File: config.mk
export PLATFORM = sky130hd
export DESIGN_NAME = oafd_sqrt_cell
export DESIGN_NICKNAME = d
export VERILOG_FILES = /design/src/rtl/oafd_pkg.sv /design/src/rtl/oafd_sqrt_cell.sv
export SDC_FILE = /design/constraint.sdc
export NUM_CORES = 1
export LEC_CHECK = 0
export BUFFER_PORTS_ARGS = -buffer_cell sky130_fd_sc_hd__clkbuf_2
export CORE_UTILIZATION = 50
export DETAILED_ROUTE_END_ITERATION = 6
export PLACE_DENSITY = 0.76
export SYNTH_ARGS = -nofsm -noshare
export SYNTH_HDL_FRONTEND = slang
export SYNTH_SLANG_ARGS = --single-unit
export TNS_END_PERCENT = 30
File: constraint.sdc
create_clock -name clk -period 7.2 [get_ports clk]
set_input_delay 1.08 -clock clk [delete_from_list [all_inputs] [get_ports clk]]
set_output_delay 1.08 -clock clk [all_outputs]
set_load 0.05 [all_outputs]
File: src/rtl/oafd_pkg.sv
// Shared types, constants and the arc tangent table of the opening angle unit.
`timescale 1ns / 1ps
package oafd_pkg;

  localparam int CORDIC_STAGES = 24;
  localparam int CORDIC_N      = (CORDIC_STAGES < 32) ? CORDIC_STAGES : 32;
  localparam int SQRT_N        = 31;
  localparam int PIPE_LEN      = 2 * CORDIC_N + SQRT_N + 9;

  localparam int DATA_W = 34;
  localparam int CS_W   = 32;
  localparam int PROD_W = 64;
  localparam int SUM_W  = 66;
  localparam int SQ_W   = 62;
  localparam int ANG_W  = 16;
  localparam int REM_W  = 14;
  localparam int OUT_W  = 15;
  localparam int ZP_W   = 48;
  localparam int OM_W   = 62;
  localparam int FRAC   = 30;
  localparam int RND_SH = 46;

  localparam logic [ANG_W-1:0] FULL_TURN = 16'd36000;
  localparam logic [ANG_W-1:0] QUARTER_1 = 16'd9000;
  localparam logic [ANG_W-1:0] QUARTER_2 = 16'd18000;
  localparam logic [ANG_W-1:0] QUARTER_3 = 16'd27000;

  localparam logic signed [DATA_W-1:0] GAIN_INV = 34'sd652032874;
  localparam logic signed [DATA_W-1:0] PI_HALF  = 34'sd1686629713;
  localparam logic signed [DATA_W-1:0] PI_Q30   = 34'sd3373259426;
  localparam logic signed [SUM_W-1:0]  ONE_POS  = 66'sd1073741824;
  localparam logic signed [SUM_W-1:0]  ONE_NEG  = -66'sd1073741824;
  localparam logic [SQ_W-1:0]          ONE_SQ   = 62'd1 << 60;
  localparam logic [5:0]               SQRT_TOP = 6'd60;

  localparam logic [ZP_W-1:0] RAD_PER_CDEG = 48'd12281662764;
  localparam logic [ZP_W-1:0] ZP_HALF      = 48'd1 << 45;
  localparam logic [OM_W-1:0] CDEG_PER_RAD = 62'd375493621;
  localparam logic [OM_W-1:0] OM_HALF      = 62'd1 << 45;
  localparam logic [OUT_W-1:0] MAX_ANGLE   = 15'd18000;

  localparam int LANE_POLAR_A   = 0;
  localparam int LANE_AZIMUTH_A = 1;
  localparam int LANE_POLAR_B   = 2;
  localparam int LANE_AZIMUTH_B = 3;

  typedef enum logic {
    CORDIC_ROTATE = 1'b0,
    CORDIC_VECTOR = 1'b1
  } cordic_mode_t;

  typedef enum logic [1:0] {
    QUAD_0 = 2'd0,
    QUAD_1 = 2'd1,
    QUAD_2 = 2'd2,
    QUAD_3 = 2'd3
  } quad_t;

  typedef struct packed {
    logic signed [DATA_W-1:0] x;
    logic signed [DATA_W-1:0] y;
    logic signed [DATA_W-1:0] z;
  } cordic_vec_t;

  typedef struct packed {
    logic [SQ_W-1:0] rem;
    logic [SQ_W-1:0] root;
  } sqrt_t;

  function automatic logic signed [DATA_W-1:0] atan_q30(input logic [4:0] idx);
    logic signed [DATA_W-1:0] a;
    case (idx)
      5'd0:  a = 34'sd843314856;
      5'd1:  a = 34'sd497837829;
      5'd2:  a = 34'sd263043836;
      5'd3:  a = 34'sd133525158;
      5'd4:  a = 34'sd67021687;
      5'd5:  a = 34'sd33543515;
      5'd6:  a = 34'sd16775850;
      5'd7:  a = 34'sd8388437;
      5'd8:  a = 34'sd4194282;
      5'd9:  a = 34'sd2097149;
      5'd10: a = 34'sd1048575;
      5'd11: a = 34'sd524287;
      5'd12: a = 34'sd262143;
      5'd13: a = 34'sd131071;
      5'd14: a = 34'sd65535;
      5'd15: a = 34'sd32767;
      5'd16: a = 34'sd16383;
      5'd17: a = 34'sd8191;
      5'd18: a = 34'sd4095;
      5'd19: a = 34'sd2047;
      5'd20: a = 34'sd1023;
      5'd21: a = 34'sd511;
      5'd22: a = 34'sd255;
      5'd23: a = 34'sd127;
      5'd24: a = 34'sd63;
      5'd25: a = 34'sd31;
      5'd26: a = 34'sd15;
      5'd27: a = 34'sd8;
      5'd28: a = 34'sd4;
      5'd29: a = 34'sd2;
      5'd30: a = 34'sd1;
      default: a = 34'sd0;
    endcase
    return a;
  endfunction

endpackage

File: src/rtl/oafd_sqrt_cell.sv
// One digit step of the integer square root with its output register.
`timescale 1ns / 1ps
module oafd_sqrt_cell (
  input  logic            clk,
  input  logic            en,
  input  logic [4:0]      step,
  input  oafd_pkg::sqrt_t din,
  output oafd_pkg::sqrt_t dout
);
  import oafd_pkg::*;

  logic [5:0]      pos;
  logic [SQ_W-1:0] bitv;
  logic [SQ_W-1:0] trial;
  sqrt_t           nxt;

  always_comb begin
    pos   = SQRT_TOP - {step, 1'b0};
    bitv  = SQ_W'(1) << pos;
    trial = din.root + bitv;
    if (din.rem >= trial) begin
      nxt.rem  = din.rem - trial;
      nxt.root = (din.root >> 1) + bitv;
    end else begin
      nxt.rem  = din.rem;
      nxt.root = din.root >> 1;
    end
  end

  always_ff @(posedge clk) begin
    if (en) begin
      dout <= nxt;
    end
  end

endmodule

==> flow_summary_export.csv, run 1 <==
group,metric,value,unit
outcome,status,"completed",
routing,routedWlPerCell,19.6,um
cts,cts_max_level,4,
cts,tritoncts.num_buffers,17,
grt,track_usage,32.7,%
synth,yosys.cell_types.count,93,
final_layout,syn2layout_area_growth,24.8,%
pwr,total_leakage_power,7.31,nW
placed_design,dpl_cell_area,16500,um^2
grt,grt_pass1_vias,13600,
die,start_util,51.4,%
worst_hold_path,holdPathStages,3,
final_layout,final_nets,2322,
cts,cts_tree,"built",
setup_path,cp.arrival,7.35,ns
die,dieWidth,169,um
run,cap_violations,0,
grt,grt_remaining_overflow,0,
pwr,pwr-share-comb,43.5,%
final_layout,reg.largest.list,"dout (124)",
die,core,27300,um^2
final_layout,final_cell_mix,"clkbuf_2, nor2_1, nand2_1, a21oi_1, buf_4",
pwr,swShare,41.7,%
synth,syn_area,14000,um^2
setup_path,crit_fanout,6,
placed_design,dpl.hpwl,37900,um
synth,synth_seq_cells,124,
synth,syn-num-nets,1985,
routing,dr_total_vias,15100,
sta,relSlewSlack,42.3,%
sta,max_slew.worst_pin.slew,0.865,ns
die,rows,60,
pwr,p_per_area,191,nW/um^2
final_layout,utilization,64.2,%
pwr,clock_power_share,28.2,%
grt,grt_pass1_wl,73500,um
synth,synth-edff-count,124,
grt,antenna_found_initial,5,
cts,root_buffer,"clkbuf_16",
grt,grt_max_degree,64,
sta,slew_viol_final,0,
synth,async_reset_ff_share,0,%
die,pin_count,255,
sta,fmax,140,MHz
routing,drt-initial-drc-count,1674,
routing,dr.pass1.iters,6,
pwr,p_int,1.95,mW
final_layout,largest_register,"dout",
sta,rsz0062_at_grt,"true",
setup_path,max_stage_delay,0.60,ns
final_layout,drive_gt1_share,24.2,%
routing,ant_nets,0,
sta,period_needed,7.17,ns
final_layout,largest_reg_flops,124,
setup_path,worstPathRequired,7.38,ns
routing,wl,48500,um
cts,clk_pin_slew,0.07,ns
pwr,p_switching,1.39,mW
placed_design,place.gp.congestion,1.01,
worst_hold_path,min-delay-start,"din[80]",
placed_design,port-buffer-count,254,
die,die_h,169,um
sta,setup_viol,0,
worst_hold_path,min_to,"dout[80]",
final_layout,multi_input_area,9960,um^2
routing,via_per_inst,6.10,
synth,syn_inst,1745,
synth,avgSynthCellArea,8.03,um^2
sta,finalHoldViolCount,0,
synth,synthFlopType,"edfxtp_1",
synth,ys_seq_area_share,26.6,%
final_layout,fin_area,17500,um^2
die,dieArea,28700,um^2
synth,yosysWarnings,0,
final_layout,layout_commonest_cell,"clkbuf_2",
pwr,ir_drop,117,uV
setup_path,criticalPathCategory,"in2reg",
setup_path,cp_slowest_cell,"or4_4",
final_layout,fillers,2420,
setup_path,crit_path_frequent_cell,"ha_4",
setup_path,crit_path_end_kind,"flop",
cts,clock-sinks,124,
sta,period_share,99.5,%
worst_hold_path,hold_class,"in2reg",
routing,drc,0,
cts,cts_max_path_buffers,2,
final_layout,seq_area,3720,um^2
setup_path,start_kind,"input pin",
pwr,seq_power_share,28.3,%
through the flow:
stage | hold WS (ns) | power [mW] | setup WS, ns | TNS [ns] | std cells
after global placement | 1.38 | 2.32 | -0.323 | -24.46 | 2414
after floorplan | 1.19 | 1.90 | 0.0636 | 0 | 1745
after global routing | 0.970 | 3.47 | -0.259 | -10.41 | 2470
after CTS | 0.949 | 3.26 | 0.0472 | 0 | 2446
final | 0.944 | 3.34 | 0.0332 | 0 | 2472
after detailed placement | 1.39 | 2.33 | -0.414 | -34.59 | 2414
repair_timing:
item                                    4_1_cts  5_1_grt
hold buffers                                  0        0
cloned                                        0        2
gates resized for setup                       1       47
endpoints found under the setup margin        1      124
buffers inserted                              0       20
pin swaps                                     0       16
cell usage after synthesis, types with 6 or more instances:
cell type	count	area, um^2
a21oi_1	182	911
inv_1	54	203
xnor2_1	107	937
a31oi_1	55	344
maj3_1	8	80.1
a211oi_1	11	82.6
ha_1	108	1350
o221ai_1	7	61.3
and3_1	18	113
a221oi_1	7	61.3
buf_2	8	40.0
a31o_2	11	96.3
o211ai_1	11	82.6
nor3_1	32	160
xor2_1	89	780
clkbuf_1	69	259
or2_2	6	37.5
nand3_1	37	185
nand2_1	175	657
nor2_1	194	728
o31a_1	6	52.6
a21o_1	41	308
or4_1	7	52.6
nor4_1	7	43.8
o21ai_0	89	445
o2111ai_1	6	52.6
nand2b_1	23	144
edfxtp_1	124	3720
o21a_1	13	97.6
and4_1	7	61.3
nor2b_1	21	131
o21bai_1	28	210
and2_1	19	119
nand4_1	41	257
o31ai_1	15	113
logic make-up (layout without fill, tap and decap cells):
kind of cell    after synthesis  after routing  share of synthesized area (%)
simple gates                610            610                           20.6
compound gates              554            554                           25.7
xor+xnor                    197            197                           12.4
buf+inv                     137            487                           3.87
flops                       124            124                           26.6
fa+ha+maj                   117            117                           10.4
mux                           6              6                          0.527
other cells                   0              5                              0
routing by layer:
layer  share of wire, %  GRT usage, %  vias up
li1                   -             -     7145
met1                 45          48.4     7010
met2                 42          48.3      837
met3                9.8          4.36       80
met4                2.7          11.3        0
met5                  0             0        -
how the worst max path moves through the flow:
stage / startpoint / to / slack (ns) / cells after the start
floorplan: step[0] / dout[52] / 0.06 / 31
global placement: step[1] / dout[5] / -0.32 / 29
detailed placement: step[1] / dout[5] / -0.41 / 29
CTS: step[1] / dout[5] / 0.05 / 29
global route: step[0] / dout[57] / -0.26 / 29
finish: step[1] / dout[57] / 0.03 / 31
critical path, delay by kind of cell:
family | cells | cell delay (ns)
buf+inv | 4 | 0.71
xor+xnor | 1 | 0.18
compound gates | 11 | 2.08
fa+ha+maj | 4 | 0.84
simple gates | 11 | 2.44
layout make-up:
type	count	area share (%)
Inverter	55	1.18
Tap cell	372	2.66
Clock buffer	19	2.47
Sequential cell	124	21.3
Multi-Input combinational cell	1484	56.9
Timing Repair Buffer	400	14.4
Clock inverter	13	0.951
Antenna cell	5	0.0715
power by group through the flow:
stage | Combinational [mW] | Sequential (mW) | Clock, mW
finish | 1.45 | 0.945 | 0.942
global route | 1.54 | 0.955 | 0.968
CTS | 1.38 | 0.946 | 0.941
detailed placement | 1.37 | 0.960 | 0
global placement | 1.36 | 0.960 | 0
floorplan | 0.606 | 1.29 | 0
No activity file was read; power rests on OpenSTA's default activity.
==> run 2, diff against run 1 <==
--- a/config.mk
+++ b/config.mk
@@ -6,9 +6,10 @@
 export NUM_CORES = 1
 export LEC_CHECK = 0
 export BUFFER_PORTS_ARGS = -buffer_cell sky130_fd_sc_hd__clkbuf_2
-export CORE_UTILIZATION = 50
+export CORE_UTILIZATION = 53
+export CTS_BUF_LIST = sky130_fd_sc_hd__clkbuf_16
 export DETAILED_ROUTE_END_ITERATION = 6
-export PLACE_DENSITY = 0.76
+export PLACE_DENSITY = 0.79
 export SYNTH_ARGS = -nofsm -noshare
 export SYNTH_HDL_FRONTEND = slang
 export SYNTH_SLANG_ARGS = --single-unit
==> run 2 against run 1 <==
Final cell count decreased by 1.7%. Critical path depth decreased by 1. Power about the same. Maximum frequency increased by 0.95%. Global-route usage increased by 1.9 points. Non-clock buffer count decreased by 2.
==> flow_summary_export.csv, run 2 (synthesized netlist as in run 1, its figures left out) <==
group,metric,value,unit
sta,fmax,141,MHz
routing,drc,0,
pwr,seq_power_share,28.3,%
final_layout,layout_commonest_cell,"clkbuf_2",
pwr,p_int,1.96,mW
final_layout,final_cell_mix,"clkbuf_2, nor2_1, a21oi_1, nand2_1, buf_4",
cts,tritoncts.num_buffers,17,
pwr,clock_power_share,28.9,%
routing,via_per_inst,6.23,
die,start_util,54.0,%
placed_design,port-buffer-count,254,
pwr,p_per_area,192,nW/um^2
routing,dr_total_vias,15100,
cts,cts_max_level,4,
placed_design,place.gp.congestion,0.983,
die,core,26000,um^2
final_layout,fillers,2228,
final_layout,reg.largest.list,"dout (124)",
die,die_h,165,um
sta,finalSetupTns,0,ns
routing,ant_nets,0,
sta,setup_viol,0,
setup_path,criticalPathCategory,"in2reg",
setup_path,start_kind,"input pin",
cts,cts_tree,"built",
grt,antenna_found_initial,2,
grt,grt_pass1_vias,13800,
pwr,pwr-share-comb,42.7,%
setup_path,crit_path_end_kind,"flop",
cts,cts_max_path_buffers,2,
grt,grt_pass1_wl,73200,um
final_layout,multi_input_area,9960,um^2
setup_path,crit_family,"simple AND/OR/NAND/NOR gates",
final_layout,final_nets,2320,
setup_path,crit_buf_inv,4,
routing,dr.pass1.iters,5,
final_layout,fin_area,17400,um^2
final_layout,layout.cells.non_filler,2431,
sta,max_slew.worst_pin.slew,0.888,ns
setup_path,cp_slowest_cell,"or4_4",
sta,period_share,98.6,%
setup_path,crit_path_frequent_cell,"ha_4",
sta,finalHoldViolCount,0,
setup_path,max_stage_delay,0.60,ns
worst_hold_path,hold_class,"in2reg",
die,dieArea,27100,um^2
outcome,status,"completed",
cts,clock-sinks,124,
grt,grt_remaining_overflow,0,
pwr,swShare,41.3,%
routing,drt-initial-drc-count,1517,
die,rows,59,
setup_path,crit_fanout,16,
die,pin_count,255,
grt,track_usage,34.6,%
final_layout,syn2layout_area_growth,24.0,%
pwr,p_switching,1.38,mW
final_layout,drive_gt1_share,24.1,%
placed_design,dpl.hpwl,37800,um
setup_path,worstPathRequired,7.47,ns
placed_design,dp.cells,2390,
placed_design,dpl_cell_area,16500,um^2
cts,postCtsHoldBufs,0,
pwr,ir_drop,125,uV
final_layout,utilization,66.9,%
pwr,total_leakage_power,7.30,nW
grt,grt_max_degree,65,
final_layout,largest_register,"dout",
setup_path,cp.arrival,7.37,ns
routing,routedWlPerCell,19.8,um
sta,period_needed,7.10,ns
sta,relSlewSlack,40.8,%
final_layout,seq_area,3720,um^2
run,cap_violations,0,
final_layout,largest_reg_flops,124,
cts,root_buffer,"clkbuf_16",
cts,clk_pin_slew,0.07,ns
routing,wl,48100,um
die,dieWidth,165,um
sta,slew_viol_final,0,
run 2: cell type report:
type	count	share of cell area [%]
Antenna cell	3	0.0432
Clock buffer	17	2.45
Clock inverter	15	1.13
Inverter	55	1.19
Multi-Input combinational cell	1484	57.3
Sequential cell	124	21.4
Tap cell	335	2.41
Timing Repair Buffer	398	14.1
run 2: power groups by stage:
stage	clock [mW]	combinational (mW)	sequential, mW
global route	0.993	1.52	0.956
CTS	0.969	1.38	0.947
floorplan	0	0.606	1.29
detailed placement	0	1.37	0.961
global placement	0	1.36	0.959
finish	0.966	1.43	0.946
run 2: through the flow:
stage                     setup slack [ns]  total power, mW  hold slack, ns
final                                0.101             3.34           0.960
after global routing               -0.0757             3.47           0.980
after CTS                           0.0493             3.29           0.949
after detailed placement            -0.366             2.33            1.39
after global placement              -0.251             2.32            1.38
after floorplan                     0.0636             1.90            1.19
run 2: per-layer routing:
layer	GRT usage (%)	vias to the layer above	part of all wire [%]
met2	50.0	902	42
met4	11.8	0	2.6
met1	52.3	7019	46
met3	4.24	85	10
li1	-	7132	-
met5	0	-	0
run 2: worst paths after layout:
path	start	depth (start not counted)	endpoint
worst min-delay path	din[69]	3	dout[69]
worst max-delay path	step[1]	30	dout[67]
run 2: what timing repair did:
action                     in CTS  in global routing
setup buffers                   0                  4
setup endpoints to repair       0                122
resized for setup               0                 30
